### src/hdl/ipvtv_pkg.sv
`default_nettype none

package ipvtv_pkg;

	// token phase codes
	localparam logic [1:0] PH_BETWEEN = 2'd0;
	localparam logic [1:0] PH_SIGN    = 2'd1;
	localparam logic [1:0] PH_DIGITS  = 2'd2;
	localparam logic [1:0] PH_IGNORE  = 2'd3;

	// characters of interest
	localparam logic [7:0] CH_NUL   = 8'h00;
	localparam logic [7:0] CH_DOT   = 8'h2E;
	localparam logic [7:0] CH_PLUS  = 8'h2B;
	localparam logic [7:0] CH_MINUS = 8'h2D;
	localparam logic [7:0] CH_ZERO  = 8'h30;

	// limits and rejected addresses
	localparam logic [2:0]  TOKENS_MAX  = 3'd4;
	localparam logic [8:0]  OCTET_MAX   = 9'd255;
	localparam logic [11:0] ACC_SAT     = 12'd256;
	localparam logic [31:0] ADDR_BCAST  = 32'hFFFF_FFFF;
	localparam logic [31:0] ADDR_LOOP   = 32'h7F00_0001;

	// one input word: a character of the text
	typedef struct packed {
		logic [7:0] char_in;
		logic       last;
	} in_word_t;

	// one output word: the verdict
	typedef struct packed {
		logic        valid_res;
		logic [31:0] address;
	} out_word_t;

	// parser state carried between characters
	typedef struct packed {
		logic [2:0]  count;
		logic [1:0]  phase;
		logic [8:0]  acc;
		logic        neg;
		logic [31:0] addr;
		logic        bad;
		logic        ended;
	} tok_state_t;

endpackage

`default_nettype wire

### src/hdl/ipv4_text_validator_core.sv
// ipv4_text_validator_core
// Checks dotted-decimal IPv4 address text streamed one character per word.
// Input channel req/req_valid/req_ready carries char_in and last; output
// channel rsp/rsp_valid/rsp_ready carries valid_res and the packed address.
// Only a word with last set produces an output word; address is zero unless
// valid_res is set. A NUL character ends the text, and characters after it
// up to last are ignored.
// Throughput: one character per cycle while no unread verdict holds the input. The per-character parser
// update (one multiply-by-ten accumulate and compare) sits between the parser
// state registers and the output register.
// The verdict is registered and appears on rsp in the cycle after the last character is
// accepted.
// Stall: the output register holds its word until taken; req_ready is high
// only while the register is empty or being emptied in the same cycle, so
// any input word waits while a verdict sits unread.
// Reset: arst_n clears the parser state and empties the output register;
// the block takes input right after reset is released.
`default_nettype none

module ipv4_text_validator_core (
	input  wire logic                clk,
	input  wire logic                arst_n,
	input  wire logic                req_valid,
	output logic                     req_ready,
	input  wire ipvtv_pkg::in_word_t req,
	output logic                     rsp_valid,
	input  wire logic                rsp_ready,
	output ipvtv_pkg::out_word_t     rsp
);

	ipvtv_pkg::tok_state_t state_q;
	ipvtv_pkg::tok_state_t st_step;
	ipvtv_pkg::tok_state_t st_end;
	ipvtv_pkg::tok_state_t st_next;
	ipvtv_pkg::out_word_t  rsp_q;
	logic                  rsp_valid_q;
	logic                  req_fire;
	logic                  verdict;

	// close the open token: check its value and shift in the octet
	function automatic ipvtv_pkg::tok_state_t close_token(input ipvtv_pkg::tok_state_t s);
		ipvtv_pkg::tok_state_t r;
		r = s;
		case (s.phase)
			ipvtv_pkg::PH_SIGN: begin
				r.bad = 1'b1;
			end
			ipvtv_pkg::PH_DIGITS, ipvtv_pkg::PH_IGNORE: begin
				if (s.acc > ipvtv_pkg::OCTET_MAX || (s.neg && s.acc != 9'd0))
					r.bad = 1'b1;
				r.addr = {s.addr[23:0], s.acc[7:0]};
			end
			default: begin
			end
		endcase
		r.phase = ipvtv_pkg::PH_BETWEEN;
		return r;
	endfunction

	// take one ordinary character (not NUL, not dot)
	function automatic ipvtv_pkg::tok_state_t take_char(input ipvtv_pkg::tok_state_t s,
			input logic [7:0] c);
		ipvtv_pkg::tok_state_t r;
		logic                  is_digit;
		logic [3:0]            d;
		logic [11:0]           v;
		r        = s;
		is_digit = c inside {["0":"9"]};
		d        = 4'(c - ipvtv_pkg::CH_ZERO);
		v        = 12'(s.acc) * 12'd10 + 12'(d);
		case (s.phase)
			ipvtv_pkg::PH_BETWEEN: begin
				if (s.count >= ipvtv_pkg::TOKENS_MAX)
					r.bad = 1'b1;
				else
					r.count = s.count + 3'd1;
				r.acc = 9'd0;
				r.neg = 1'b0;
				if (c == ipvtv_pkg::CH_PLUS || c == ipvtv_pkg::CH_MINUS) begin
					r.neg   = (c == ipvtv_pkg::CH_MINUS);
					r.phase = ipvtv_pkg::PH_SIGN;
				end else if (is_digit) begin
					r.acc   = 9'(d);
					r.phase = ipvtv_pkg::PH_DIGITS;
				end else begin
					r.bad   = 1'b1;
					r.phase = ipvtv_pkg::PH_IGNORE;
				end
			end
			ipvtv_pkg::PH_SIGN: begin
				if (is_digit) begin
					r.acc   = 9'(d);
					r.phase = ipvtv_pkg::PH_DIGITS;
				end else begin
					r.bad   = 1'b1;
					r.phase = ipvtv_pkg::PH_IGNORE;
				end
			end
			ipvtv_pkg::PH_DIGITS: begin
				if (is_digit)
					r.acc = (v > ipvtv_pkg::ACC_SAT) ? 9'(ipvtv_pkg::ACC_SAT) : v[8:0];
				else
					r.phase = ipvtv_pkg::PH_IGNORE;
			end
			default: begin
			end
		endcase
		return r;
	endfunction

	// handshake
	assign req_fire  = req_valid && req_ready;
	assign req_ready = !rsp_valid_q || rsp_ready;
	assign rsp_valid = rsp_valid_q;
	assign rsp       = rsp_q;

	// per-character update and end-of-text verdict
	always_comb begin
		st_step = state_q;
		if (!state_q.ended) begin
			if (req.char_in == ipvtv_pkg::CH_NUL) begin
				st_step       = close_token(state_q);
				st_step.ended = 1'b1;
			end else if (req.char_in == ipvtv_pkg::CH_DOT) begin
				st_step = close_token(state_q);
			end else begin
				st_step = take_char(state_q, req.char_in);
			end
		end
		st_end  = st_step.ended ? st_step : close_token(st_step);
		verdict = !st_end.bad && st_end.count == ipvtv_pkg::TOKENS_MAX &&
			st_end.addr != ipvtv_pkg::ADDR_BCAST && st_end.addr != ipvtv_pkg::ADDR_LOOP;
		st_next = req.last ? '0 : st_step;
	end

	// parser state
	always_ff @(posedge clk or negedge arst_n) begin
		if (!arst_n) begin
			state_q <= '0;
		end else if (req_fire) begin
			state_q <= st_next;
		end
	end

	// output register valid
	always_ff @(posedge clk or negedge arst_n) begin
		if (!arst_n) begin
			rsp_valid_q <= 1'b0;
		end else if (req_fire && req.last) begin
			rsp_valid_q <= 1'b1;
		end else if (rsp_ready) begin
			rsp_valid_q <= 1'b0;
		end
	end

	// output register payload
	always_ff @(posedge clk) begin
		if (req_fire && req.last) begin
			rsp_q.valid_res <= verdict;
			rsp_q.address   <= verdict ? st_end.addr : 32'd0;
		end
	end

`ifndef SYNTHESIS
	a_count_range: assert property (@(posedge clk) disable iff (!arst_n)
		state_q.count <= ipvtv_pkg::TOKENS_MAX)
		else $error("token count above four");

	a_ready_when_empty: assert property (@(posedge clk) disable iff (!arst_n)
		!rsp_valid_q |-> req_ready)
		else $error("input stalled with empty output register");

	a_last_gives_word: assert property (@(posedge clk) disable iff (!arst_n)
		req_fire && req.last |=> rsp_valid && state_q == '0)
		else $error("last word did not produce a verdict or clear the parser");

	a_rejected_addr: assert property (@(posedge clk) disable iff (!arst_n)
		rsp_valid && rsp.valid_res |->
			rsp.address != ipvtv_pkg::ADDR_BCAST && rsp.address != ipvtv_pkg::ADDR_LOOP)
		else $error("broadcast or loopback reported valid");

	a_invalid_zero: assert property (@(posedge clk) disable iff (!arst_n)
		rsp_valid && !rsp.valid_res |-> rsp.address == 32'd0)
		else $error("invalid verdict with nonzero address");
`endif

endmodule

`default_nettype wire

### config.mk
export PLATFORM = sky130hd
export DESIGN_NAME = ipv4_text_validator_core
export DESIGN_NICKNAME = d
export VERILOG_FILES = /design/src/hdl/ipvtv_pkg.sv /design/src/hdl/ipv4_text_validator_core.sv
export SDC_FILE = /design/constraint.sdc
export NUM_CORES = 1
export LEC_CHECK = 0
export ABC_AREA = 0
export BUFFER_PORTS_ARGS = -buffer_cell sky130_fd_sc_hd__buf_2
export CAP_MARGIN = 0
export CORE_ASPECT_RATIO = 1.75
export CORE_UTILIZATION = 61
export DETAILED_ROUTE_END_ITERATION = 10
export GPL_ROUTABILITY_DRIVEN = 1
export MAX_ROUTING_LAYER = met4
export PLACE_DENSITY = 0.82
export SETUP_SLACK_MARGIN = 0.4
export SYNTH_ARGS = -nofsm -noshare
export SYNTH_HDL_FRONTEND = slang
export SYNTH_SLANG_ARGS = --single-unit
export TNS_END_PERCENT = 30
### constraint.sdc
create_clock -name clk -period 5.7 [get_ports clk]
set_clock_uncertainty 0.2 [all_clocks]
set_input_delay 0.855 -clock clk [delete_from_list [all_inputs] [get_ports clk]]
set_output_delay 0.855 -clock clk [all_outputs]
set_load 0.02 [all_outputs]
Word level (Yosys, flattened, before mapping). Cells that the tools add are included. W data, S select, Z words.

Multiply operators: 1. Reduce and logical (&&, ||, !) cells: 21. Eq/ne operators: 12. Multiplexer cells: 31. Order comparisons: 6. Add/sub/neg operators: 3.

Operators with widths (count): $mux W49 (4); $mux W32 (2); $mux W34 (1); $pmux W11 S3 (1); $ne A32 B31 Y1 const B (1); $ne A32 B32 Y1 const B (1); $mux W9 (3); $eq A8 B6 Y1 const B (3); $gt A9 B8 Y1 const B (2); $reduce_bool A9 Y1 (2); $add A12 B4 Y12 (1); $gt A12 B9 Y1 const B (1); $mul A9 B3 Y11 const B (1); $mux W1 (11); $eq A2 B2 Y1 const B (4); $ge A8 B6 Y1 const B (1); $le A8 B6 Y1 const B (1); $logic_and A1 B1 Y1 (8); $logic_not A8 Y1 (1); $mux W4 (2); $mux W3 (2); $pmux W1 S2 (3); $eq A2 B1 Y1 const B (2); $logic_or A1 B1 Y1 (4); other kinds (9) (12).

Flip-flop bits (word level): 83. Bits of input ports: 13. Logic and storage cells: 84.

Logic depth before layout (Yosys ltp). Gate-level depths: netlist of the first run.

Word-level depth: 19. Mapped depth: 16. Depth with buffers taken out: 14.

Worst setup path before layout of the first run. Ideal clock, no wire load.

Path type: register to register. Start: register state_q[36] (netlist name). End: register rsp_q (netlist bit rsp[10]) (data pin). Setup time: 0.255 ns. Setup slack: 1.291 ns. Arrival: 3.954 ns. Stages on the path, launching flop included: 16. Path through: dfrtp_1 -> ha_1 -> ha_1 -> fa_1 -> a211oi_1 -> nor2_1 -> xor2_1 -> nand3_1 -> or4_4 -> a31oi_4 -> o31a_1 -> o21ai_0 -> or4_1 -> nand3_2 -> buf_6 -> a21oi_2.

Word-level cells in the longest chain between the ends: 19.

RTL lines: start, declared (line ipv4_text_validator_core.sv:31) `ipvtv_pkg::tok_state_t state_q;`; start signal, assigned (line ipv4_text_validator_core.sv:141) `state_q <= st_next;`; $mul A9 B3 Y11 (line ipv4_text_validator_core.sv:70) `v = 12'(s.acc) * 12'd10 + 12'(d);`; $add A12 B4 Y12 (line ipv4_text_validator_core.sv:70); $gt A12 B9 Y1 (line ipv4_text_validator_core.sv:101) `r.acc = (v > ipvtv_pkg::ACC_SAT) ? 9'(ipvtv_pkg::ACC_SAT) : v[8:0];`; $mux W9 (line ipv4_text_validator_core.sv:101); $mux W9 (line ipv4_text_validator_core.sv:100) `if (is_digit)`; $pmux W11 S3 (line ipv4_text_validator_core.sv:71) `case (s.phase)`; $mux W49 (line ipv4_text_validator_core.sv:124) `end else if (req.char_in == ipvtv_pkg::CH_DOT) begin`; $mux W49 (line ipv4_text_validator_core.sv:121) `if (req.char_in == ipvtv_pkg::CH_NUL) begin`; $mux W49 * (line ipv4_text_validator_core.sv:120) `if (!state_q.ended) begin`; branches (longest 5 deep; another with $gt A9 B8 Y1); $mux W34 * (line ipv4_text_validator_core.sv:130) `st_end = st_step.ended ? st_step : close_token(st_step);`; $logic_not A1 Y1 (line ipv4_text_validator_core.sv:131) `verdict = !st_end.bad && st_end.count == ipvtv_pkg::TOKENS_MAX &&`; $logic_and A1 B1 Y1 (2 in a row) (line ipv4_text_validator_core.sv:131); $logic_and A1 B1 Y1 * (line ipv4_text_validator_core.sv:132) `st_end.addr != ipvtv_pkg::ADDR_BCAST && st_end.addr != ipvtv_pkg::ADDR_LOOP;`; end, declared (line ipv4_text_validator_core.sv:35) `ipvtv_pkg::out_word_t rsp_q;`.

Every way passes the cells marked *. A chain may end at the register's enable or synchronous reset.

Worst setup path after layout of the first run.
Start: register state_q[37] (netlist name). End: register rsp_q (netlist bit rsp[21]) (data pin).

Same word-level chain as after synthesis.

==> flow_summary_export.csv, run 1 <==
group,metric,value,unit
flow_run,maxCapViolations,0,
global_routing,antenna_found_initial,0,
pwr,vdd.ir_drop.worst,0.000175,V
logic_synthesis,avgSynthCellArea,8.70,sq um
outcome,status,"finished, final reports clean",
clock_tree,cts_tree,"yes",
setup_path,rrSetupSlack,0.75,ns
drt,first_iter_violations,631,
global_routing,grt_pass1_wl,25200,um
cells_and_area,fillers,743,
logic_synthesis,syn_area,0.00563,sq mm
timing,slew_viol_final,0,
clock_tree,cts_repair_resize_count,0,
clock_tree,htreeDepth,3,
setup_path,crit_arrival,4.83,ns
logic_synthesis,ys.flop_type,"dfrtp_1",
floorplan,die_y,129,um
place,place.gp.congestion,0.936,
drt,drt-total-wl,15200,um
global_routing,track_usage,0.358,
clock_tree,clkTransAtPathRegs,0.06,ns
drt,wl_per_cell,19.1,um
setup_path,worstRegToRegCells,15,
pwr,p_per_area,313,mW/mm^2
timing,final-setup-viol-count,0,
cells_and_area,diodes,0,
cells_and_area,fin_util,0.688,
global_routing,grt_pass1_vias,5103,
logic_synthesis,synth_cell_types,70,
timing,period_needed,4.95,ns
clock_tree,clockBufferDepth,2,
drt,vias,5249,
clock_tree,clk_latency,0.34,ns
cells_and_area,drive_above_1_share,0.149,
min_path,min-delay-start,"state_q[1]",
floorplan,fp-row-count,46,
logic_synthesis,ys_warn_count,0,
min_path,hold_end,"state_q[1]",
timing,finalHoldViolCount,0,
setup_path,endpoint_kind,"flop",
drt,viasPerCell,6.59,
place,port_buffers,47,
setup_path,r2r_start,"state_q[37]",
clock_tree,cts_sinks,83,
clock_tree,root_buffer,"clkbuf_16",
setup_path,start_kind,"flop",
timing,tightest_slew,1.15,ns
setup_path,setup.worst_path.class,"flop to flop",
cells_and_area,multiInputGateArea,0.00314,sq mm
logic_synthesis,syn-num-nets,685,
cells_and_area,synthToLayoutAreaGrowth,10.4,%
clock_tree,post-cts-setup-buffers,0,
logic_synthesis,synth.ff_latch_count,83,
min_path,hold_path.class,"flop to flop",
drt,drtPass1Iterations,8,
cells_and_area,seqCellArea,0.00224,sq mm
logic_synthesis,synth_edf_count,33,
global_routing,grt_max_degree,51,
logic_synthesis,syn_inst,647,
place,dp_hpwl,11100,um
global_routing,grt.overflow.total,0,
floorplan,start_util,0.623,
cells_and_area,num-nets-final,710,
clock_tree,cts_hold_buffers,0,
floorplan,ios,48,
timing,setup_tns,0,ns
setup_path,rr_endpoint,"rsp[21]",
timing,rsz0062_at_grt,"no",
floorplan,die_x,74.6,um
floorplan,fp.coreArea,0.00904,sq mm
clock_tree,cts_buffers,9,
drt,drcViolationCount,0,
timing,fin_crit_sh,0.869,
setup_path,cp.required,5.58,ns
place,place_inst,781,
min_path,hold_depth,1,
logic_synthesis,ys_seq_area_frac,0.398,
cells_and_area,final_cells,797,
drt,drt.antenna.violating_nets,0,
pwr,p_leak,2.50,nW
logic_synthesis,synthArstFlopShare,0.602,
setup_path,crit_fanout,32,
floorplan,dieArea,0.00963,sq mm
timing,relSlewSlack,0.235,
timing,fmax,0.202,GHz
cell usage after synthesis (all sizes together) (12+ instances only):
master | number | area share
nor4 | 12 | 0.013
dfrtp | 50 | 0.22
clkbuf | 36 | 0.024
edfxtp | 33 | 0.18
nor2 | 45 | 0.030
a21oi | 54 | 0.061
nand3 | 16 | 0.015
nand2 | 116 | 0.077
o21ai | 60 | 0.053
nor3 | 15 | 0.014
ha | 23 | 0.051
a22oi | 35 | 0.047
cells by family after synthesis:
| family | Yosys count | share of synthesized area |
|---|---|---|
| AO/OA/AOI/OAI | 217 | 0.260 |
| AND/OR/NAND/NOR | 252 | 0.212 |
| flip-flops | 83 | 0.398 |
| buffers and inverters | 55 | 0.0436 |
| adder cells (fa/ha/maj) | 25 | 0.0582 |
| multiplexers | 4 | 0.00711 |
| XOR/XNOR | 11 | 0.0211 |
worst max-delay path, cell delays in order, from the launching register on:
cell	delay, ns
dfrtp_1	0.50
ha_1	0.24
ha_1	0.23
fa_1	0.45
xnor2_2	0.24
a211o_1	0.34
nor3_2	0.17
xnor2_1	0.11
a31oi_1	0.49
a311oi_1	0.12
o31ai_1	0.58
nand4_1	0.16
or4_1	0.45
nand3_2	0.11
buf_12	0.22
nor2_1	0.07
area by class of cell:
cell class	count	share of cell area
Clock buffer	13	0.0387
Clock inverter	3	0.0105
Inverter	10	0.00604
Multi-Input combinational cell	509	0.506
Sequential cell	83	0.361
Tap cell	120	0.0242
Timing Repair Buffer	59	0.0544
placed cells by master, fill, tap and decap left out, types with 3 or more instances in the layout:
cell type  synthesis  final
edfxtp_1          33     33
inv_1              9      9
nand2b_1           4      4
buf_2              4     47
and4_1             5      5
a22oi_1           35     35
xor2_1             4      4
a21oi_2           20     20
clkbuf_16          0      9
nand4_1            8      8
and2_1             4      4
nand2_1          116    116
nor3_1            14     14
clkbuf_1          36      4
ha_1              23     23
a21o_1             7      7
and3_1            10     10
dfrtp_1           50     50
a211oi_1           5      5
mux2i_1            4      4
a311oi_1           3      3
nor2_1            45     45
o22ai_1            7      7
nand3_1           15     15
buf_4              1     11
nor4_1            12     12
or4_1              4      4
a31oi_1            9      9
a22o_1             6      6
o21ai_0           59     59
xnor2_1            5      5
a21oi_1           34     34
nand4b_1           3      3
metal layers:
| metal | wire [um] | GRT usage | vias up |
|---|---|---|---|
| met2 | 8020 | 0.594 | 248 |
| met3 | 778 | 0.0529 | 75 |
| met1 | 5430 | 0.391 | 2465 |
| li1 | - | - | 2461 |
| met4 | 964 | 0.228 | 0 |
| met5 | 0 | - | - |
registers in the layout (all words and copies together), names as in the netlist:
register / count
state_q: 49
rsp: 33
rsp_valid: 1
through the flow:
step | setup WS (ns) | hold slack (ns) | power, mW | area [sq um]
6_report | 0.748 | 0.323 | 1.94 | 6210
5_1_grt | 0.567 | 0.334 | 2.04 | 6210
4_1_cts | 0.787 | 0.327 | 1.93 | 6210
3_5_place_dp | 0.759 | 0.315 | 1.33 | 5910
3_3_place_gp | 0.812 | 0.300 | 1.31 | 5910
2_1_floorplan | 1.29 | 0.272 | 1.15 | 5630
worst max-delay path by stage:
| stage | start | end | slack, ns | cells past startpoint |
|---|---|---|---|---|
| 2_1_floorplan | state_q[36] | rsp[10] | 1.29 | 15 |
| 3_3_place_gp | req[2] | rsp[4] | 0.81 | 12 |
| 3_5_place_dp | req[2] | rsp[0] | 0.76 | 12 |
| 4_1_cts | state_q[37] | rsp[0] | 0.79 | 15 |
| 5_1_grt | state_q[37] | rsp[0] | 0.57 | 14 |
| 6_report | state_q[37] | rsp[21] | 0.75 | 15 |
power by group:
part,total (mW),internal (mW),switching [mW],leakage [nW]
sequential,0.674,0.649,0.0255,1.01
clock,0.609,0.384,0.226,0.148
combinational,0.659,0.210,0.449,1.34
total,1.94,1.24,0.700,2.50
Note: power is estimated with default switching activity, not from simulation.
==> run 2, diff against run 1 <==
clock period = 5.8 ns   (was 5.7 ns; I/O delays follow)
==> flow_summary_export.csv, run 2 (synthesized netlist as in run 1, its figures left out) <==
group,metric,value,unit
setup_path,cp_cell_sequence,"ha_1 > ha_1 > fa_1 > a211oi_1 > nor2_1 > xor2_1 > nand3_1 > or4_4 > a31oi_4 > o31a_1 > o21ai_0 > or4_1 > nand3_2 > buf_12 > a21oi_1",
min_path,hold_path.class,"flop to flop",
cells_and_area,num-nets-final,712,
timing,slew_viol_final,0,
setup_path,cp.required,5.70,ns
drt,viasPerCell,6.81,
floorplan,die_y,129,um
floorplan,ios,48,
global_routing,use_met3,0.0700,
global_routing,grt.overflow.total,0,
setup_path,endpoint_kind,"flop",
setup_path,rr_endpoint,"rsp[23]",
pwr,vdd.ir_drop.worst,0.000190,V
setup_path,slowest_delay,0.55,ns
timing,setup_tns,0,ns
setup_path,cp_num_cells,15,
flow_run,maxCapViolations,0,
timing,rsz0062_at_grt,"no",
clock_tree,root_buffer,"clkbuf_16",
clock_tree,cts_buffers,9,
setup_path,crit_arrival,4.98,ns
global_routing,track_usage,0.363,
setup_path,r2r_start,"state_q[38]",
timing,final-setup-viol-count,0,
clock_tree,clockBufferDepth,2,
cells_and_area,final_cell_mix,"116 x nand2_1, 59 x o21ai_0, 50 x dfrtp_1",
clock_tree,htreeDepth,3,
drt,wl_per_cell,19.6,um
place,place.gp.congestion,0.947,
drt,vias,5445,
setup_path,crit_fanout,21,
timing,fmax,0.197,GHz
clock_tree,cts_tree,"yes",
floorplan,fp.coreArea,0.00904,sq mm
pwr,p_leak,2.50,nW
setup_path,worstRegToRegCells,15,
place,dp_hpwl,11100,um
drt,drcViolationCount,0,
global_routing,antenna_found_initial,0,
clock_tree,post-cts-setup-buffers,0,
setup_path,cp-startpoint,"state_q[38]",
clock_tree,clkTransAtPathRegs,0.06,ns
setup_path,cpMaxStageDelayCell,"or4_4",
cells_and_area,diodes,0,
cells_and_area,fin_util,0.689,
clock_tree,cts_repair_resize_count,0,
timing,finalHoldViolCount,0,
drt,drt-total-wl,15700,um
timing,tightest_slew,1.25,ns
setup_path,rrSetupSlack,0.72,ns
cells_and_area,largest_register_ffs,49,
drt,drt.antenna.violating_nets,0,
global_routing,grt_max_degree,51,
setup_path,setup.worst_path.class,"flop to flop",
pwr,p_per_area,307,mW/mm^2
timing,relSlewSlack,0.164,
global_routing,met2_usage,0.596,
place,place_inst,783,
floorplan,die_x,74.6,um
place,pre_cts_ws,0.823,ns
setup_path,cp_common_cell,"ha_1",
cells_and_area,drive_above_1_share,0.152,
global_routing,grt.busiest_layer,"met2",
cells_and_area,regMostFlops,"state_q",
cells_and_area,synthToLayoutAreaGrowth,10.7,%
global_routing,grt_pass1_wl,25700,um
global_routing,grt_use_met1,0.384,
outcome,status,"finished, final reports clean",
timing,period_needed,5.08,ns
floorplan,fp-row-count,46,
drt,drtPass1Iterations,6,
clock_tree,cts_hold_buffers,0,
place,port_buffers,47,
clock_tree,clk_latency,0.35,ns
global_routing,grt_pass1_vias,5236,
drt,first_iter_violations,573,
clock_tree,cts_sinks,83,
timing,fin_crit_sh,0.876,
setup_path,path_buf_inv,1,
cells_and_area,layout_commonest_cell,"nand2_1",
setup_path,cpLargestDelayFamily,"simple AND/OR/NAND/NOR gates",
setup_path,start_kind,"flop",
floorplan,dieArea,0.00963,sq mm
setup_path,crit_end,"rsp[23]",
timing,setup_ws,0.716,ns
cells_and_area,final_cells,799,
floorplan,start_util,0.623,
## run 2: changes by cell type in the layout (fill, tap and decap cells not counted)
cell,delta
buf_4,+2
## run 2: report_power, final
group          switching [mW]  internal [mW]
Clock                   0.226          0.377
Sequential             0.0253          0.638
Combinational           0.435          0.213
## run 2: cell type report
class,instances,area [sq um]
multi-input combinational,509,3140
tap,120,150
timing repair buffer,61,353
fill,715,2810
clock buffer,13,240
clock inverter,3,65.1
sequential,83,2240
inverter,10,37.5
## run 2: worst min-delay path, cell delays in order, from the launching register on
cell and delay (ns):
dfrtp_1 0.37, nand2_1 0.05, o21ai_0 0.06
## run 2: metal layers
metal	routed length, um	part of all wire	vias to the layer above
li1	-	-	2459
met1	5460	0.35	2576
met2	8220	0.52	322
met3	999	0.064	88
met4	996	0.064	0
met5	0	0	-
## run 2: through the flow
stage	hold WS (ns)	total power [mW]	instance area (sq um)
2_1_floorplan	0.272	1.13	5630
3_3_place_gp	0.289	1.29	5920
3_5_place_dp	0.309	1.30	5920
4_1_cts	0.318	1.90	6230
5_1_grt	0.363	2.01	6230
6_report	0.320	1.91	6230
## run 2: how the worst min path moves through the flow
stage,start,to,depth (start not counted)
6_report,state_q[34],state_q[34],2
5_1_grt,state_q[1],state_q[1],1
4_1_cts,state_q[34],state_q[34],2
3_3_place_gp,state_q[34],state_q[34],2
2_1_floorplan,state_q[1],state_q[1],1
3_5_place_dp,state_q[34],state_q[34],2
==> run 3, diff against run 2 <==
GPL_ROUTABILITY_DRIVEN = 0   (was 1)
clock period = 5.7 ns   (was 5.8 ns; I/O delays follow)
==> flow_summary_export.csv, run 3 (synthesized netlist as in run 1, its figures left out) <==
group,metric,value,unit
flow_run,maxCapViolations,0,
setup_path,cp.required,5.59,ns
cells_and_area,final_area,0.00624,sq mm
timing,fin_crit_sh,0.887,
cells_and_area,drive_above_1_share,0.159,
min_path,hold_path.class,"flop to flop",
setup_path,cp_cell_sequence,"ha_1 > ha_1 > fa_1 > a211oi_1 > nor2_1 > xor2_1 > nand3_1 > or4_4 > a31oi_4 > o31a_1 > o21ai_0 > or4_1 > nand3_2 > buf_12 > a21oi_1",
setup_path,start_kind,"flop",
place,pre_cts_ws,0.703,ns
timing,final-setup-viol-count,0,
cells_and_area,fin_util,0.690,
clock_tree,root_buffer,"clkbuf_16",
setup_path,endpoint_kind,"flop",
clock_tree,clockBufferDepth,2,
global_routing,grt.overflow.total,0,
floorplan,dieArea,0.00963,sq mm
setup_path,cpMaxStageDelayCell,"or4_4",
timing,period_needed,5.05,ns
global_routing,grt_pass1_wl,25400,um
floorplan,die_x,74.6,um
clock_tree,cts_buffers,9,
pwr,p_per_area,311,mW/mm^2
setup_path,crit_arrival,4.94,ns
timing,relSlewSlack,0.527,
clock_tree,cts_sinks,83,
setup_path,setup.worst_path.class,"flop to flop",
timing,finalHoldViolCount,0,
drt,drt.antenna.violating_nets,0,
floorplan,fp-row-count,46,
drt,vias,5403,
clock_tree,cts_tree,"yes",
pwr,p_leak,2.51,nW
place,place_inst,783,
timing,setup_ws,0.647,ns
cells_and_area,diodes,0,
drt,drt-total-wl,15600,um
cells_and_area,fillers,736,
cells_and_area,num-nets-final,712,
place,placed_area,0.00592,sq mm
cells_and_area,multiInputGateArea,0.00314,sq mm
global_routing,track_usage,0.357,
floorplan,ios,48,
cells_and_area,synthToLayoutAreaGrowth,10.8,%
drt,drcViolationCount,0,
drt,wl_per_cell,19.5,um
floorplan,start_util,0.623,
clock_tree,post-cts-setup-buffers,0,
setup_path,slowest_delay,0.55,ns
clock_tree,cts_repair_resize_count,0,
pwr,power,1.94,mW
place,dp_hpwl,11100,um
timing,fmax,0.198,GHz
clock_tree,clk_latency,0.34,ns
cells_and_area,layout_commonest_cell,"nand2_1",
setup_path,crit_fanout,17,
cells_and_area,regMostFlops,"state_q",
outcome,status,"finished, final reports clean",
cells_and_area,final_cells,799,
clock_tree,clkTransAtPathRegs,0.06,ns
floorplan,die_y,129,um
drt,drtPass1Iterations,6,
drt,first_iter_violations,758,
cells_and_area,seqCellArea,0.00224,sq mm
drt,viasPerCell,6.76,
place,port_buffers,47,
pwr,vdd.ir_drop.worst,0.000194,V
clock_tree,cts_hold_buffers,0,
cells_and_area,largest_register_ffs,49,
clock_tree,htreeDepth,3,
timing,holdWs,0.319,ns
cells_and_area,final_cell_mix,"116 x nand2_1, 59 x o21ai_0, 49 x dfrtp_1",
floorplan,fp.coreArea,0.00904,sq mm
timing,setup_tns,0,ns
global_routing,grt_pass1_vias,5220,
setup_path,cp_common_cell,"ha_1",
timing,rsz0062_at_grt,"no",
global_routing,grt_max_degree,51,
global_routing,antenna_found_initial,0,
timing,slew_viol_final,0,
timing,tightest_slew,0.709,ns
-- run 3: cell count changes in the layout (fill, tap and decap cells not counted) --
cell	previous run	this run
inv_4	0	1
bufinv_16	2	1
inv_6	0	1
clkinv_4	0	1
clkbuf_1	4	0
dfrtp_2	0	1
dfrtp_1	50	49
clkbuf_8	0	2
-- run 3: cell type report --
type,instances,share of cell area
Timing Repair Buffer,61,0.0566
Inverter,10,0.00602
Sequential cell,83,0.360
Multi-Input combinational cell,509,0.504
Tap cell,120,0.0241
Clock inverter,5,0.00943
Clock buffer,11,0.0405
-- run 3: final timing paths --
check | from | end | slack [ns] | depth (start not counted)
max | state_q[35] | rsp[23] | 0.65 | 15
max reg2reg | state_q[35] | rsp[23] | 0.65 | 15
min reg2reg | state_q[1] | state_q[1] | 0.32 | 1
max in group asynchronous | arst_n | state_q[39] | 4.38 | 2
min | state_q[1] | state_q[1] | 0.32 | 1
min in group asynchronous | arst_n | state_q[1] | 0.42 | 2
-- run 3: layer usage --
metal / track usage / wire length (um)
met1: 0.385 / 5600
met2: 0.596 / 8130
met3: 0.0552 / 864
met4: 0.229 / 987
met5: - / 0
-- run 3: critical path: cells and delay by family (launching register included) --
family / cells / cell delay, ns
simple gates: 5 / 1.61
buf+inv: 1 / 0.22
compound gates: 5 / 1.06
flops: 1 / 0.49
fa+ha+maj: 3 / 0.94
xor+xnor: 1 / 0.25
-- run 3: where the power goes --
part / internal, mW / switching [mW]
combinational: 0.211 / 0.448
clock: 0.365 / 0.237
sequential: 0.649 / 0.0278
